File: src/rtl/sste_pkg.sv
package sste_pkg;

  localparam int unsigned STORE_DEPTH = 8;
  localparam int unsigned IDX_W       = 3;
  localparam int unsigned CNT_W       = 4;

  localparam logic [7:0] DOT_BIT   = 8'h80;
  localparam logic [7:0] CHAR_DOT  = 8'h2E;
  localparam logic [7:0] CHAR_ZERO = 8'h30;
  localparam logic [7:0] CHAR_NINE = 8'h39;

  typedef enum logic [0:0] {
    ST_COLLECT,
    ST_EMIT
  } sste_state_e;

  // controller to datapath
  typedef struct packed {
    logic take;    // process the accepted character
    logic emit;    // load the next write into the output register
    logic finish;  // clear count and flags for the next text
  } sste_cmd_t;

  // datapath to controller
  typedef struct packed {
    logic cnt_zero;
    logic k_last;
    logic out_free;
  } sste_stat_t;

  function automatic logic [7:0] digit_glyph(input logic [3:0] d);
    logic [7:0] g;
    case (d)
      4'd0:    g = 8'h7E;
      4'd1:    g = 8'h30;
      4'd2:    g = 8'h6D;
      4'd3:    g = 8'h79;
      4'd4:    g = 8'h33;
      4'd5:    g = 8'h5B;
      4'd6:    g = 8'h5F;
      4'd7:    g = 8'h70;
      4'd8:    g = 8'h7F;
      4'd9:    g = 8'h7B;
      default: g = 8'h00;
    endcase
    return g;
  endfunction

endpackage

File: src/rtl/sste_ctrl.sv
module sste_ctrl
  import sste_pkg::*;
(
  input  logic       clk_i,
  input  logic       rst_ni,
  input  logic       in_valid_i,
  input  logic       last_char_i,
  output logic       in_stall_o,
  input  sste_stat_t stat_i,
  output sste_cmd_t  cmd_o
);

  sste_state_e state_q, state_d;

  always_ff @(posedge clk_i or negedge rst_ni) begin
    if (!rst_ni) begin
      state_q <= ST_COLLECT;
    end else begin
      state_q <= state_d;
    end
  end

  always_comb begin
    state_d = state_q;
    case (state_q)
      ST_COLLECT: begin
        if (in_valid_i && last_char_i) state_d = ST_EMIT;
      end
      ST_EMIT: begin
        if (stat_i.cnt_zero) begin
          state_d = ST_COLLECT;
        end else if (stat_i.out_free && stat_i.k_last) begin
          state_d = ST_COLLECT;
        end
      end
      default: state_d = ST_COLLECT;
    endcase
  end

  always_comb begin
    in_stall_o   = 1'b1;
    cmd_o        = '0;
    case (state_q)
      ST_COLLECT: begin
        in_stall_o = 1'b0;
        cmd_o.take = in_valid_i;
      end
      ST_EMIT: begin
        if (stat_i.cnt_zero) begin
          cmd_o.finish = 1'b1;
        end else if (stat_i.out_free) begin
          cmd_o.emit   = 1'b1;
          cmd_o.finish = stat_i.k_last;
        end
      end
      default: begin
        in_stall_o = 1'b1;
      end
    endcase
  end

endmodule

File: src/rtl/sste_dpath.sv
module sste_dpath
  import sste_pkg::*;
#(
  parameter int unsigned DIGIT_COUNT = 8
) (
  input  logic       clk_i,
  input  logic       rst_ni,
  input  logic [7:0] char_code_i,
  input  logic       out_stall_i,
  input  sste_cmd_t  cmd_i,
  output sste_stat_t stat_o,
  output logic       out_valid_o,
  output logic [3:0] digit_address_o,
  output logic [7:0] segment_pattern_o,
  output logic       last_write_o,
  output logic       glyphs_dropped_o
);

  localparam int unsigned CAPACITY = (DIGIT_COUNT < 1) ? 1 :
                                     ((DIGIT_COUNT > STORE_DEPTH) ? STORE_DEPTH : DIGIT_COUNT);

  logic [7:0]       store_q [STORE_DEPTH];
  logic [CNT_W-1:0] count_q, count_d;
  logic [CNT_W-1:0] k_q, k_d;
  logic             after_q, after_d;
  logic             ovf_q, ovf_d;
  logic [7:0]       last_glyph_q, last_glyph_d;
  logic             out_valid_q, out_valid_d;
  logic [3:0]       addr_q;
  logic [7:0]       pat_q;
  logic             lastw_q, drop_q;

  logic             is_digit, is_dot, full;
  logic [7:0]       glyph;
  logic             wr_en;
  logic [IDX_W-1:0] wr_idx;
  logic [7:0]       wr_data;
  logic [CNT_W-1:0] cnt_m1, rd_pos;
  logic [CNT_W-1:0] k_p1;

  assign is_digit = (char_code_i >= CHAR_ZERO) && (char_code_i <= CHAR_NINE);
  assign is_dot   = (char_code_i == CHAR_DOT);
  assign glyph    = digit_glyph(char_code_i[3:0]);
  assign full     = (count_q >= CNT_W'(CAPACITY));
  assign cnt_m1   = count_q - CNT_W'(1);
  assign k_p1     = k_q + CNT_W'(1);
  // writes go out newest glyph first
  assign rd_pos   = cnt_m1 - k_q;

  always_comb begin
    count_d      = count_q;
    after_d      = after_q;
    ovf_d        = ovf_q;
    last_glyph_d = last_glyph_q;
    k_d          = k_q;
    wr_en        = 1'b0;
    wr_idx       = count_q[IDX_W-1:0];
    wr_data      = glyph;
    if (cmd_i.take) begin
      after_d = 1'b0;
      if (is_digit) begin
        if (full) begin
          ovf_d = 1'b1;
        end else begin
          wr_en        = 1'b1;
          last_glyph_d = glyph;
          count_d      = count_q + CNT_W'(1);
          after_d      = 1'b1;
        end
      end else if (is_dot) begin
        if (after_q && (count_q != '0)) begin
          // decimal point joins the digit just stored
          wr_en   = 1'b1;
          wr_idx  = cnt_m1[IDX_W-1:0];
          wr_data = last_glyph_q | DOT_BIT;
        end else if (full) begin
          ovf_d = 1'b1;
        end else begin
          wr_en   = 1'b1;
          wr_data = DOT_BIT;
          count_d = count_q + CNT_W'(1);
        end
      end
    end
    if (cmd_i.emit) k_d = k_p1;
    if (cmd_i.finish) begin
      count_d = '0;
      after_d = 1'b0;
      ovf_d   = 1'b0;
      k_d     = '0;
    end
  end

  always_comb begin
    out_valid_d = out_valid_q;
    if (out_valid_q && !out_stall_i) out_valid_d = 1'b0;
    if (cmd_i.emit) out_valid_d = 1'b1;
  end

  always_ff @(posedge clk_i or negedge rst_ni) begin
    if (!rst_ni) begin
      count_q     <= '0;
      k_q         <= '0;
      after_q     <= 1'b0;
      ovf_q       <= 1'b0;
      out_valid_q <= 1'b0;
    end else begin
      count_q     <= count_d;
      k_q         <= k_d;
      after_q     <= after_d;
      ovf_q       <= ovf_d;
      out_valid_q <= out_valid_d;
    end
  end

  always_ff @(posedge clk_i) begin
    last_glyph_q <= last_glyph_d;
    if (wr_en) store_q[wr_idx] <= wr_data;
    if (cmd_i.emit) begin
      addr_q  <= k_p1;
      pat_q   <= store_q[rd_pos[IDX_W-1:0]];
      lastw_q <= (k_p1 == count_q);
      drop_q  <= ovf_q;
    end
  end

  assign stat_o.cnt_zero = (count_q == '0);
  assign stat_o.k_last   = (k_p1 == count_q);
  assign stat_o.out_free = !out_valid_q || !out_stall_i;

  assign out_valid_o       = out_valid_q;
  assign digit_address_o   = addr_q;
  assign segment_pattern_o = pat_q;
  assign last_write_o      = lastw_q;
  assign glyphs_dropped_o  = drop_q;

endmodule

File: src/rtl/seven_segment_text_encoder_core.sv
// Seven-segment text encoder. Characters of a formatted text arrive one per beat, with
// last_char_i on the final one; digits become segment patterns, a '.' after a digit
// lights that digit's decimal point, any other '.' is a dot of its own, and everything
// else is ignored. Up to DIGIT_COUNT glyphs, clamped to 1..STORE_DEPTH, are held;
// extra ones are dropped and every write of that text reports glyphs_dropped_o. While
// collecting, one character is taken each cycle. After the last character the input
// stalls while the writes go out, newest glyph first at address 1, one write per cycle
// while the output side does not stall, from the single read port of the glyph buffer.
module seven_segment_text_encoder_core
  import sste_pkg::*;
#(
  parameter int unsigned DIGIT_COUNT = 8
) (
  input  logic       clk_i,
  input  logic       rst_ni,
  input  logic       in_valid_i,
  output logic       in_stall_o,
  input  logic [7:0] char_code_i,
  input  logic       last_char_i,
  output logic       out_valid_o,
  input  logic       out_stall_i,
  output logic [3:0] digit_address_o,
  output logic [7:0] segment_pattern_o,
  output logic       last_write_o,
  output logic       glyphs_dropped_o
);

  sste_cmd_t  cmd;
  sste_stat_t stat;

  sste_ctrl u_ctrl (
    .clk_i       (clk_i),
    .rst_ni      (rst_ni),
    .in_valid_i  (in_valid_i),
    .last_char_i (last_char_i),
    .in_stall_o  (in_stall_o),
    .stat_i      (stat),
    .cmd_o       (cmd)
  );

  sste_dpath #(
    .DIGIT_COUNT (DIGIT_COUNT)
  ) u_dpath (
    .clk_i             (clk_i),
    .rst_ni            (rst_ni),
    .char_code_i       (char_code_i),
    .out_stall_i       (out_stall_i),
    .cmd_i             (cmd),
    .stat_o            (stat),
    .out_valid_o       (out_valid_o),
    .digit_address_o   (digit_address_o),
    .segment_pattern_o (segment_pattern_o),
    .last_write_o      (last_write_o),
    .glyphs_dropped_o  (glyphs_dropped_o)
  );

endmodule

File: config.mk
export PLATFORM = sky130hd
export DESIGN_NAME = seven_segment_text_encoder_core
export DESIGN_NICKNAME = d
export VERILOG_FILES = /design/src/rtl/sste_pkg.sv /design/src/rtl/sste_ctrl.sv /design/src/rtl/sste_dpath.sv /design/src/rtl/seven_segment_text_encoder_core.sv
export SDC_FILE = /design/constraint.sdc
export NUM_CORES = 1
export LEC_CHECK = 0
export BUFFER_PORTS_ARGS = -buffer_cell sky130_fd_sc_hd__buf_2
export CORE_MARGIN = 5
export CORE_UTILIZATION = 46
export CTS_BUF_LIST = sky130_fd_sc_hd__clkbuf_16
export DETAILED_ROUTE_END_ITERATION = 6
export REMOVE_ABC_BUFFERS = 1
export SYNTH_ARGS = -nofsm -noshare
export SYNTH_HDL_FRONTEND = slang
export SYNTH_SLANG_ARGS = --single-unit
export TNS_END_PERCENT = 30
File: constraint.sdc
create_clock -name clk_i -period 3.8 [get_ports clk_i]
set_input_delay 0.38 -clock clk_i [delete_from_list [all_inputs] [get_ports clk_i]]
set_output_delay 0.38 -clock clk_i [all_outputs]
set_load 0.05 [all_outputs]
Word level (Yosys, flattened, before mapping)
Memories as Yosys holds them, arrays and structs flattened. A register that Yosys moved wholly into a read port is not among the register bits.
Cells that the tools add are included.

word-level totals
  bits in writable memories = 64
  logic and storage cells = 85
  bits in read-only memories = 112
  register bits = 25
  output and inout port bits = 16
  memories = 2
  latch bits = 0

memory list
  memory            depth  bits a word  read ports  clocked after Yosys merged registers in  write ports  RTL line          source
  (name not given)  16     7            1           0                                        0            sste_pkg.sv:33    case (d)
  u_dpath.store_q   8      8            1           1                                        1            sste_dpath.sv:22  logic [7:0] store_q [STORE_DEPTH];

cells by class
  add/subtract/negate cells = 4
  order comparisons = 3
  $mul = 0
  shift-type cells = 0
  eq/ne operators = 3
  reductions and logical operators = 16
  div/mod/pow operators = 0
  muxes and demuxes = 45
  bitwise gates (word level) = 2

operators with widths
  kind                 number
  $mux 8               5
  $mux 4               8
  $mux 1               25
  $mux 3               4
  $add 4x1->4 const B  2
  $eq 8x6->1 const B   1
  $ge 8x6->1 const B   1
  $le 8x6->1 const B   1
  $reduce_and 3->1     2
  $reduce_bool 2->1    3
  $logic_and 1x1->1    5
  $eq 4x4->1           1
  $ge 4x4->1 const B   1
  $logic_not 4->1      1
  $mux 2               2
  $reduce_bool 4->1    1
  $ne 3x2->1 const B   1
  $reduce_bool 3->1    1
  $sub 3x1->3 const B  1
  $sub 3x3->3          1
  $logic_not 1->1      2
  $not 1->1            2
  $pmux 1 s2           1
  $logic_or 1x1->1     1

Depth between registers and ports, before layout
Gate-level depths: netlist of run 1.

  depth after elaboration = 8
  mapped depth = 8
  depth with buffers taken out = 7

Modules after synthesis
Synthesis of run 1 repeated with hierarchy kept, for this count alone.

unflattened totals
  cells, all modules = 260
  area, all modules = 4292.9 µm²

modules (own cells, without submodules)
  module      cells each  area an instance (µm²)  times used
  sste_dpath  253         4221.5                  1
  sste_ctrl   7           71.3                    1

Worst setup path after synthesis of run 1
Ideal clock, no wire load.

  kind = register to register
  start = register u_dpath.count_q[0]
  end = register u_dpath.pat_q[1] (netlist: u_dpath.segment_pattern_o[1]) (read register of u_dpath.store_q), data pin
  cell stages (with the launch flop) = 9
  path buffers = 1
  path slack = 0.694 ns
  required time = 3.540 ns
  setup time = 0.260 ns
  arrival = 2.847 ns
  path through = dfrtp_1 -> inv_1 -> ha_1 -> fa_1 -> xor2_1 -> xnor2_2 -> buf_6 -> mux4_1 -> mux2_2

on the way
  cells in the longest elaborated chain, start to end = 3
  elaborated cells on any way between the ends = 5

RTL lines
  item                                                                 RTL line           source
  start, declared                                                      sste_dpath.sv:23   logic [CNT_W-1:0] count_q, count_d;
  start signal, assigned                                               sste_dpath.sv:108  count_q <= count_d;
  parallel branches: the longest is 3 deep, another holds $sub 3x1->3  n/a
  end, declared                                                        sste_dpath.sv:30   logic [7:0] pat_q;

Parallel ways; which one is timed is not known.
A chain may end at the register's enable or synchronous reset.

Worst setup path in the final report of run 1
  start = register u_dpath.count_q[1]
  end = register u_dpath.pat_q[5] (netlist: u_dpath.segment_pattern_o[5]) (read register of u_dpath.store_q), data pin

The elaborated chain is that of the path after synthesis.

==> results of run 1 <==
cell type report:
class / instances / share of cell area
clock buffer: 9 / 0.0461
clock inverter: 7 / 0.0143
inverter: 12 / 0.00922
multi-input combinational: 140 / 0.274
sequential: 97 / 0.584
tap: 111 / 0.0284
timing repair buffer: 38 / 0.0445
per-layer routing:
layer | global-route usage | part of all wire
met5 | 0 | 0
met4 | 0.0466 | 0.0098
met3 | 0.0298 | 0.037
met2 | 0.240 | 0.51
met1 | 0.183 | 0.45
logic make-up after synthesis:
| kind of cell | count (synthesis) | synth area share |
|---|---|---|
| AOI/OAI and AO/OA | 40 | 0.0628 |
| xor gates and xnor gates | 16 | 0.0362 |
| adders and majority gates | 11 | 0.0339 |
| buffers and inverters | 23 | 0.0245 |
| DFF | 97 | 0.666 |
| muxes | 26 | 0.123 |
| and+or+nand+nor | 47 | 0.0537 |
cells in the mapped netlist:
| cell type | instances | area, sq um |
|---|---|---|
| sky130_fd_sc_hd__nand4bb_1 | 1 | 11.3 |
| sky130_fd_sc_hd__nor2_1 | 19 | 71.3 |
| sky130_fd_sc_hd__o211ai_1 | 2 | 15.0 |
| sky130_fd_sc_hd__o21a_1 | 2 | 15.0 |
| sky130_fd_sc_hd__xnor2_2 | 2 | 32.5 |
| sky130_fd_sc_hd__nor4_1 | 1 | 6.26 |
| sky130_fd_sc_hd__a21boi_0 | 3 | 22.5 |
| sky130_fd_sc_hd__o21ai_0 | 4 | 20.0 |
| sky130_fd_sc_hd__and2_1 | 3 | 18.8 |
| sky130_fd_sc_hd__a21oi_1 | 5 | 25.0 |
| sky130_fd_sc_hd__inv_1 | 12 | 45.0 |
| sky130_fd_sc_hd__a31o_2 | 1 | 8.76 |
| sky130_fd_sc_hd__mux4_1 | 15 | 394 |
| sky130_fd_sc_hd__or4_1 | 1 | 7.51 |
| sky130_fd_sc_hd__edfxtp_1 | 85 | 2550 |
| sky130_fd_sc_hd__a21o_1 | 8 | 60.1 |
| sky130_fd_sc_hd__buf_2 | 3 | 15.0 |
| sky130_fd_sc_hd__and3_1 | 2 | 12.5 |
| sky130_fd_sc_hd__nand3b_1 | 1 | 7.51 |
| sky130_fd_sc_hd__xor2_1 | 5 | 43.8 |
| sky130_fd_sc_hd__mux2_2 | 8 | 90.1 |
| sky130_fd_sc_hd__nor2b_1 | 1 | 6.26 |
| sky130_fd_sc_hd__nor3_1 | 5 | 25.0 |
| sky130_fd_sc_hd__dfrtp_1 | 12 | 300 |
| sky130_fd_sc_hd__nand2_1 | 8 | 30.0 |
| sky130_fd_sc_hd__clkbuf_1 | 4 | 15.0 |
| sky130_fd_sc_hd__mux2i_1 | 2 | 20.0 |
| sky130_fd_sc_hd__a211oi_1 | 4 | 30.0 |
| sky130_fd_sc_hd__or3b_2 | 1 | 8.76 |
| sky130_fd_sc_hd__xnor2_1 | 9 | 78.8 |
| sky130_fd_sc_hd__a31oi_1 | 5 | 31.3 |
| sky130_fd_sc_hd__o22ai_1 | 4 | 25.0 |
| sky130_fd_sc_hd__buf_6 | 2 | 22.5 |
| sky130_fd_sc_hd__mux4_2 | 1 | 22.5 |
| sky130_fd_sc_hd__nand3_1 | 2 | 10.0 |
| sky130_fd_sc_hd__o21bai_1 | 1 | 7.51 |
| sky130_fd_sc_hd__nand4b_1 | 1 | 8.76 |
| sky130_fd_sc_hd__or2_2 | 1 | 6.26 |
| sky130_fd_sc_hd__fa_1 | 1 | 20.0 |
| sky130_fd_sc_hd__ha_1 | 10 | 125 |
| sky130_fd_sc_hd__a22o_1 | 1 | 8.76 |
| sky130_fd_sc_hd__buf_1 | 2 | 7.51 |
worst reg2reg max path, cell delays in order (launching register included):
cell and delay (ps):
sky130_fd_sc_hd__dfrtp_1 470, sky130_fd_sc_hd__inv_1 120, sky130_fd_sc_hd__ha_1 380, sky130_fd_sc_hd__fa_1 430, sky130_fd_sc_hd__xor2_1 200, sky130_fd_sc_hd__xnor2_4 580, sky130_fd_sc_hd__mux4_1 630, sky130_fd_sc_hd__mux2_2 280
worst paths after layout:
kind / slack [ps] / endpoint / cells past startpoint
max: 470 / u_dpath.segment_pattern_o[5] / 7
min: 290 / u_dpath.out_valid_o / 3
max reg2reg: 470 / u_dpath.segment_pattern_o[5] / 7
min reg2reg: 450 / u_dpath.glyphs_dropped_o / 0
max in group asynchronous: 3110 / u_dpath.count_q[1] / 2
min in group asynchronous: 470 / u_dpath.out_valid_o / 2
power groups by stage:
stage	combinational, mW	clock (mW)	sequential, mW
detailed placement	0.257	0	1.22
finish	0.257	0.885	1.20
global placement	0.250	0	1.22
floorplan	0.153	0	1.25
CTS	0.259	0.905	1.20
global route	0.281	0.954	1.20
registers in the layout, summed over array words and instances, names as in the netlist:
signal                     cells
u_dpath.last_glyph_q           7
u_dpath.ovf_q                  1
u_dpath.store_q               64
u_dpath.out_valid_o            1
u_dpath.count_q                4
u_dpath.k_q                    4
u_dpath.last_write_o           1
u_dpath.segment_pattern_o      8
u_dpath.after_q                1
u_dpath.digit_address_o        4
u_ctrl.state_q                 1
u_dpath.glyphs_dropped_o       1
per-stage QoR:
step | setup slack, ps | power [mW] | area [sq um] | hold WS (ps)
floorplan | 501 | 1.41 | 4220 | 84.4
global placement | 282 | 1.47 | 4570 | 277
detailed placement | 129 | 1.48 | 4570 | 281
CTS | 117 | 2.36 | 4880 | 282
global route | 293 | 2.44 | 4890 | 324
finish | 466 | 2.34 | 4890 | 290
cell usage in the layout (no fill, tap or decap), types with 5 or more instances in the layout:
master                      netlist  final
sky130_fd_sc_hd__edfxtp_1        85     85
sky130_fd_sc_hd__buf_2            3     28
sky130_fd_sc_hd__nor2_1          19     19
sky130_fd_sc_hd__mux4_1          15     15
sky130_fd_sc_hd__inv_1           12     13
sky130_fd_sc_hd__dfrtp_1         12     12
sky130_fd_sc_hd__ha_1            10     10
sky130_fd_sc_hd__xnor2_1          9      9
sky130_fd_sc_hd__clkbuf_16        0      9
sky130_fd_sc_hd__buf_4            0      9
sky130_fd_sc_hd__nand2_1          8      8
sky130_fd_sc_hd__a21o_1           8      8
sky130_fd_sc_hd__mux2_2           8      8
sky130_fd_sc_hd__xor2_1           5      5
sky130_fd_sc_hd__nor3_1           5      5
sky130_fd_sc_hd__a31oi_1          5      5
sky130_fd_sc_hd__a21oi_1          5      5
repair_timing:
action	4_1_cts	5_1_grt
endpoints found under the hold margin	12	0
resized for setup	0	1
endpoints found under the setup margin	0	8
hold buffers	1	0
==> run_summary.xml, run 1 <==
<?xml version="1.0" encoding="UTF-8"?>
<metrics>
  <group name="run_status">
    <metric name="status" unit="">completed</metric>
  </group>
  <group name="cells_and_area">
    <metric name="multi_input_area" unit="sq mm">0.00134</metric>
    <metric name="fill_cells" unit="">748</metric>
    <metric name="nets" unit="">322</metric>
    <metric name="antennaDiodeCount" unit="">0</metric>
    <metric name="final_cell_count_no_fill" unit="">414</metric>
    <metric name="layout-area-overhead-vs-synth" unit="%">14.1</metric>
    <metric name="share_of_post_route_cells_with_drive_strength_above_1" unit="">0.215</metric>
    <metric name="fin_util" unit="">0.534</metric>
    <metric name="area.sequential" unit="sq mm">0.00285</metric>
  </group>
  <group name="sta">
    <metric name="worstMarginPinSlew" unit="ps">938</metric>
    <metric name="hold_viol_final" unit="">0</metric>
    <metric name="clock_skew" unit="ps">5.51</metric>
    <metric name="min_period_over_period" unit="">0.877</metric>
    <metric name="max_slew_margin" unit="">0.375</metric>
    <metric name="unrepaired_setup_endpoints_after_global_routing" unit="">false</metric>
    <metric name="max_freq" unit="MHz">300</metric>
    <metric name="timing.final.max_slew_violations" unit="">0</metric>
    <metric name="setup_viol" unit="">0</metric>
    <metric name="min_period" unit="ps">3330</metric>
    <metric name="tns" unit="ps">0</metric>
  </group>
  <group name="yosys">
    <metric name="synthDistinctLibCells" unit="">42</metric>
    <metric name="synthCells" unit="">260</metric>
    <metric name="number_of_synthesized_register_bits" unit="">97</metric>
    <metric name="ys.warnings.count" unit="">0</metric>
    <metric name="syn-mean-instance-area" unit="sq um">16.5</metric>
    <metric name="mappedNetlistArea" unit="sq mm">0.00428</metric>
    <metric name="yosysSeqAreaShare" unit="">0.666</metric>
  </group>
  <group name="power_and_ir_drop">
    <metric name="power.share.switching" unit="">0.234</metric>
    <metric name="net-switching-power" unit="mW">0.548</metric>
    <metric name="power.static_leakage" unit="nW">1.85</metric>
    <metric name="vdd_ir_drop_max" unit="mV">0.313</metric>
    <metric name="power.combinational.fraction" unit="">0.110</metric>
    <metric name="power.density" unit="mW/mm^2">479</metric>
    <metric name="internal-power" unit="mW">1.79</metric>
    <metric name="p_clk_frac" unit="">0.378</metric>
    <metric name="sequentialPowerShare" unit="">0.513</metric>
  </group>
  <group name="die">
    <metric name="ioPinCount" unit="">29</metric>
    <metric name="die_area" unit="sq mm">0.0113</metric>
    <metric name="chipHeight" unit="um">107</metric>
    <metric name="coreArea" unit="sq mm">0.00915</metric>
    <metric name="die_w" unit="um">107</metric>
    <metric name="site_row_count" unit="">35</metric>
    <metric name="start_util" unit="">0.468</metric>
  </group>
  <group name="routing">
    <metric name="drt-wirelength-per-cell" unit="um">18.1</metric>
    <metric name="vias_per_cell" unit="">5.40</metric>
    <metric name="wl" unit="um">7470</metric>
    <metric name="via_count" unit="">2236</metric>
    <metric name="ant_nets" unit="">0</metric>
    <metric name="drc" unit="">0</metric>
    <metric name="first_pass_iters" unit="">4</metric>
    <metric name="count_of_routing_violations_after_the_opening_detailed_route_iteration" unit="">101</metric>
  </group>
  <group name="grt">
    <metric name="number_of_antenna_violations_at_the_first_check_in_global_routing" unit="">0</metric>
    <metric name="globalRouteOverflowTotal" unit="">0</metric>
    <metric name="global_route_wire_length_before_repair" unit="um">12200</metric>
    <metric name="first_global_vias" unit="">2392</metric>
    <metric name="grt_max_degree" unit="">19</metric>
    <metric name="grt_usage" unit="">0.142</metric>
  </group>
  <group name="placement">
    <metric name="detailedPlacementHpwl" unit="um">5060</metric>
    <metric name="gp_congestion" unit="">0.758</metric>
    <metric name="place_inst" unit="">397</metric>
    <metric name="quantity_of_i_o_buffers_inserted_on_ports" unit="">28</metric>
  </group>
  <group name="clocking">
    <metric name="cts_num_sinks" unit="">97</metric>
    <metric name="cts-root-buf" unit="">sky130_fd_sc_hd__clkbuf_16</metric>
    <metric name="cts_setup_buffers" unit="">0</metric>
    <metric name="clkTransAtPathRegs" unit="ps">70</metric>
    <metric name="worst_skew_pair_latency" unit="ps">330</metric>
    <metric name="ctsHtreeMaxLevel" unit="">3</metric>
    <metric name="clock_path_buffers" unit="">2</metric>
    <metric name="cts_inserted_buffers" unit="">9</metric>
    <metric name="cts_tree" unit="">yes</metric>
  </group>
  <group name="hold_path">
    <metric name="holdCritStartpoint" unit="">out_stall_i</metric>
    <metric name="path_class_of_the_lowest_slack_min_delay_path" unit="">in2reg</metric>
  </group>
  <group name="worst_setup_path">
    <metric name="crit_path_start_kind" unit="">flip-flop</metric>
    <metric name="timing.critical_path.max_delay_family" unit="">multiplexers</metric>
    <metric name="path_max_fanout" unit="">16</metric>
    <metric name="cp.buffers_inverters" unit="">1</metric>
    <metric name="timing.critical_path.cells" unit="">inv_1, ha_1, fa_1, xor2_1, xnor2_4, mux4_1, mux2_2</metric>
    <metric name="required" unit="ps">3880</metric>
    <metric name="critPathMaxStageDelay" unit="ps">630</metric>
    <metric name="reg_to_reg_start" unit="">u_dpath.count_q[1]</metric>
    <metric name="crit_type" unit="">reg2reg</metric>
    <metric name="critical_path_arrival" unit="ps">3420</metric>
    <metric name="crit_path_top_delay_cell" unit="">sky130_fd_sc_hd__mux4_1</metric>
    <metric name="startpoint" unit="">u_dpath.count_q[1]</metric>
    <metric name="crit_path_end_kind" unit="">flip-flop</metric>
  </group>
  <group name="flow_run">
    <metric name="drv_cap" unit="">0</metric>
  </group>
</metrics>
No activity file was read; power rests on OpenSTA's default activity.
==> inputs of run 2 (changes only) <==
--- a/config.mk
+++ b/config.mk
@@ -5,7 +5,7 @@
 export SDC_FILE = /design/constraint.sdc
 export NUM_CORES = 1
 export LEC_CHECK = 0
-export BUFFER_PORTS_ARGS = -buffer_cell sky130_fd_sc_hd__buf_2
+export BUFFER_PORTS_ARGS = -buffer_cell sky130_fd_sc_hd__buf_4
 export CORE_MARGIN = 5
 export CORE_UTILIZATION = 46
 export CTS_BUF_LIST = sky130_fd_sc_hd__clkbuf_16
==> run_summary.xml, run 2 (synthesis results as in run 1) <==
<?xml version="1.0" encoding="UTF-8"?>
<metrics>
  <group name="sta">
    <metric name="worstMarginPinSlew" unit="ps">1160</metric>
    <metric name="min_period" unit="ps">3560</metric>
    <metric name="hold_ws" unit="ps">293</metric>
    <metric name="hold_viol_final" unit="">0</metric>
    <metric name="max_slew_margin" unit="">0.223</metric>
    <metric name="min_period_over_period" unit="">0.938</metric>
    <metric name="timing.final.max_slew_violations" unit="">0</metric>
    <metric name="unrepaired_setup_endpoints_after_global_routing" unit="">false</metric>
    <metric name="clock_skew" unit="ps">7.66</metric>
    <metric name="tns" unit="ps">0</metric>
    <metric name="worst_setup_margin" unit="ps">235</metric>
    <metric name="max_freq" unit="MHz">281</metric>
    <metric name="setup_viol" unit="">0</metric>
  </group>
  <group name="routing">
    <metric name="drc" unit="">0</metric>
    <metric name="top_layer" unit="">met4</metric>
    <metric name="drt-wirelength-per-cell" unit="um">17.9</metric>
    <metric name="met2_length" unit="um">3550</metric>
    <metric name="ant_nets" unit="">0</metric>
    <metric name="dr_wl_met3" unit="um">213</metric>
    <metric name="met1Wirelength" unit="um">3520</metric>
    <metric name="via_count" unit="">2249</metric>
    <metric name="first_pass_iters" unit="">4</metric>
    <metric name="count_of_routing_violations_after_the_opening_detailed_route_iteration" unit="">116</metric>
    <metric name="wl" unit="um">7390</metric>
    <metric name="vias_per_cell" unit="">5.43</metric>
  </group>
  <group name="clocking">
    <metric name="cts-root-buf" unit="">sky130_fd_sc_hd__clkbuf_16</metric>
    <metric name="clock_path_buffers" unit="">2</metric>
    <metric name="cts_tree" unit="">yes</metric>
    <metric name="post_cts.resized_instances" unit="">0</metric>
    <metric name="clkTransAtPathRegs" unit="ps">70</metric>
    <metric name="worst_skew_pair_latency" unit="ps">340</metric>
    <metric name="ctsHtreeMaxLevel" unit="">3</metric>
    <metric name="cts_inserted_buffers" unit="">9</metric>
    <metric name="cts_num_sinks" unit="">97</metric>
  </group>
  <group name="grt">
    <metric name="first_global_vias" unit="">2294</metric>
    <metric name="grt_usage" unit="">0.142</metric>
    <metric name="globalRouteOverflowTotal" unit="">0</metric>
    <metric name="global_route_wire_length_before_repair" unit="um">12000</metric>
    <metric name="number_of_antenna_violations_at_the_first_check_in_global_routing" unit="">0</metric>
    <metric name="grt_max_degree" unit="">19</metric>
  </group>
  <group name="hold_path">
    <metric name="hold-path-cell-count" unit="">3</metric>
    <metric name="holdCritStartpoint" unit="">out_stall_i</metric>
    <metric name="path_class_of_the_lowest_slack_min_delay_path" unit="">in2reg</metric>
    <metric name="whs_endpoint" unit="">u_dpath.out_valid_o</metric>
  </group>
  <group name="power_and_ir_drop">
    <metric name="power.density" unit="mW/mm^2">466</metric>
    <metric name="vdd_ir_drop_max" unit="mV">0.208</metric>
    <metric name="power.static_leakage" unit="nW">1.87</metric>
  </group>
  <group name="cells_and_area">
    <metric name="largest_reg_flops" unit="">64</metric>
    <metric name="largest-register" unit="">u_dpath.store_q</metric>
    <metric name="mostFrequentLayoutCells" unit="">sky130_fd_sc_hd__edfxtp_1 (85), sky130_fd_sc_hd__buf_4 (38), sky130_fd_sc_hd__nor2_1 (19), sky130_fd_sc_hd__mux4_1 (15)</metric>
    <metric name="mostFrequentLayoutCell" unit="">sky130_fd_sc_hd__edfxtp_1</metric>
    <metric name="layout-area-overhead-vs-synth" unit="%">15.3</metric>
    <metric name="fin_util" unit="">0.540</metric>
    <metric name="layout.cell_area.non_filler" unit="sq mm">0.00494</metric>
    <metric name="antennaDiodeCount" unit="">0</metric>
    <metric name="nets" unit="">323</metric>
    <metric name="share_of_post_route_cells_with_drive_strength_above_1" unit="">0.221</metric>
  </group>
  <group name="worst_setup_path">
    <metric name="path_max_fanout" unit="">16</metric>
    <metric name="worst_r2r_path_depth" unit="">7</metric>
    <metric name="reg_to_reg_start" unit="">u_dpath.count_q[0]</metric>
    <metric name="crit_path_end_kind" unit="">flip-flop</metric>
    <metric name="crit_path_start_kind" unit="">flip-flop</metric>
    <metric name="critical_path_arrival" unit="ps">3650</metric>
    <metric name="required" unit="ps">3890</metric>
    <metric name="worst_r2r_endpoint" unit="">u_dpath.segment_pattern_o[2]</metric>
    <metric name="crit_type" unit="">reg2reg</metric>
    <metric name="r2r_setup_slack" unit="ps">240</metric>
    <metric name="startpoint" unit="">u_dpath.count_q[0]</metric>
  </group>
  <group name="placement">
    <metric name="dp_worst_setup_slack" unit="ps">188</metric>
    <metric name="dpl_cell_area" unit="sq mm">0.00465</metric>
    <metric name="quantity_of_i_o_buffers_inserted_on_ports" unit="">28</metric>
    <metric name="gp_congestion" unit="">0.774</metric>
    <metric name="detailedPlacementHpwl" unit="um">5010</metric>
  </group>
  <group name="run_status">
    <metric name="status" unit="">completed</metric>
  </group>
  <group name="die">
    <metric name="die_area" unit="sq mm">0.0113</metric>
    <metric name="coreArea" unit="sq mm">0.00915</metric>
    <metric name="start_util" unit="">0.468</metric>
    <metric name="chipHeight" unit="um">107</metric>
    <metric name="site_row_count" unit="">35</metric>
    <metric name="die_w" unit="um">107</metric>
    <metric name="ioPinCount" unit="">29</metric>
  </group>
  <group name="flow_run">
    <metric name="drv_cap" unit="">0</metric>
  </group>
</metrics>
==> run 2: changes by cell type in the layout (fill, tap and decap cells not counted) <==
cell                        previous run  this run
sky130_fd_sc_hd__buf_2                28         0
sky130_fd_sc_hd__buf_4                 9        38
sky130_fd_sc_hd__bufinv_16             1         0
sky130_fd_sc_hd__clkinv_1              1         0
sky130_fd_sc_hd__clkinv_4              1         3
sky130_fd_sc_hd__clkinv_8              0         1
sky130_fd_sc_hd__inv_1                13        12
sky130_fd_sc_hd__inv_6                 1         0
sky130_fd_sc_hd__xnor2_2               1         2
sky130_fd_sc_hd__xnor2_4               1         0
==> run 2: through the flow <==
stage / instances / total power [mW]
detailed placement: 398 / 1.49
floorplan: 249 / 1.41
global route: 414 / 2.39
finish: 414 / 2.30
global placement: 398 / 1.48
CTS: 414 / 2.32
==> run 2: repair_timing <==
action | in CTS | in global routing
hold endpoints to repair | 12 | 0
setup buffers | 0 | 0
hold buffers | 1 | 0
==> run 2: area by class of cell <==
cell class,count,area (sq um)
Sequential cell,97,2850
Timing Repair Buffer,39,295
Multi-Input combinational cell,140,1330
Fill cell,728,4210
Clock buffer,9,225
Clock inverter,6,57.6
Tap cell,111,139
Inverter,12,45.0
==> run 2: report_power, final <==
part	internal, mW	switching [mW]
Sequential	1.19	0.0143
Clock	0.449	0.391
Combinational	0.106	0.154
==> run 2: routing by layer <==
layer | GRT usage | vias to the layer above
li1 | - | 1088
met1 | 0.193 | 1112
met2 | 0.226 | 41
met3 | 0.0279 | 8
met4 | 0.0575 | 0
met5 | 0 | -
==> run 2: how the worst max path moves through the flow <==
stage | cells past startpoint | slack (ps) | to
after floorplan | 7 | 500 | u_dpath.segment_pattern_o[1]
after global placement | 7 | 320 | u_dpath.segment_pattern_o[4]
after detailed placement | 7 | 190 | u_dpath.segment_pattern_o[1]
after CTS | 7 | 170 | u_dpath.segment_pattern_o[2]
after global routing | 7 | 60 | u_dpath.segment_pattern_o[2]
final | 7 | 240 | u_dpath.segment_pattern_o[2]
==> run 2: worst max-delay path, cell delays in order, from the launching register on <==
cell and delay [ps]:
sky130_fd_sc_hd__dfrtp_1 390, sky130_fd_sc_hd__inv_1 170, sky130_fd_sc_hd__ha_1 330, sky130_fd_sc_hd__fa_1 430, sky130_fd_sc_hd__xor2_1 180, sky130_fd_sc_hd__xnor2_2 890
sky130_fd_sc_hd__mux4_1 670, sky130_fd_sc_hd__mux2_2 270
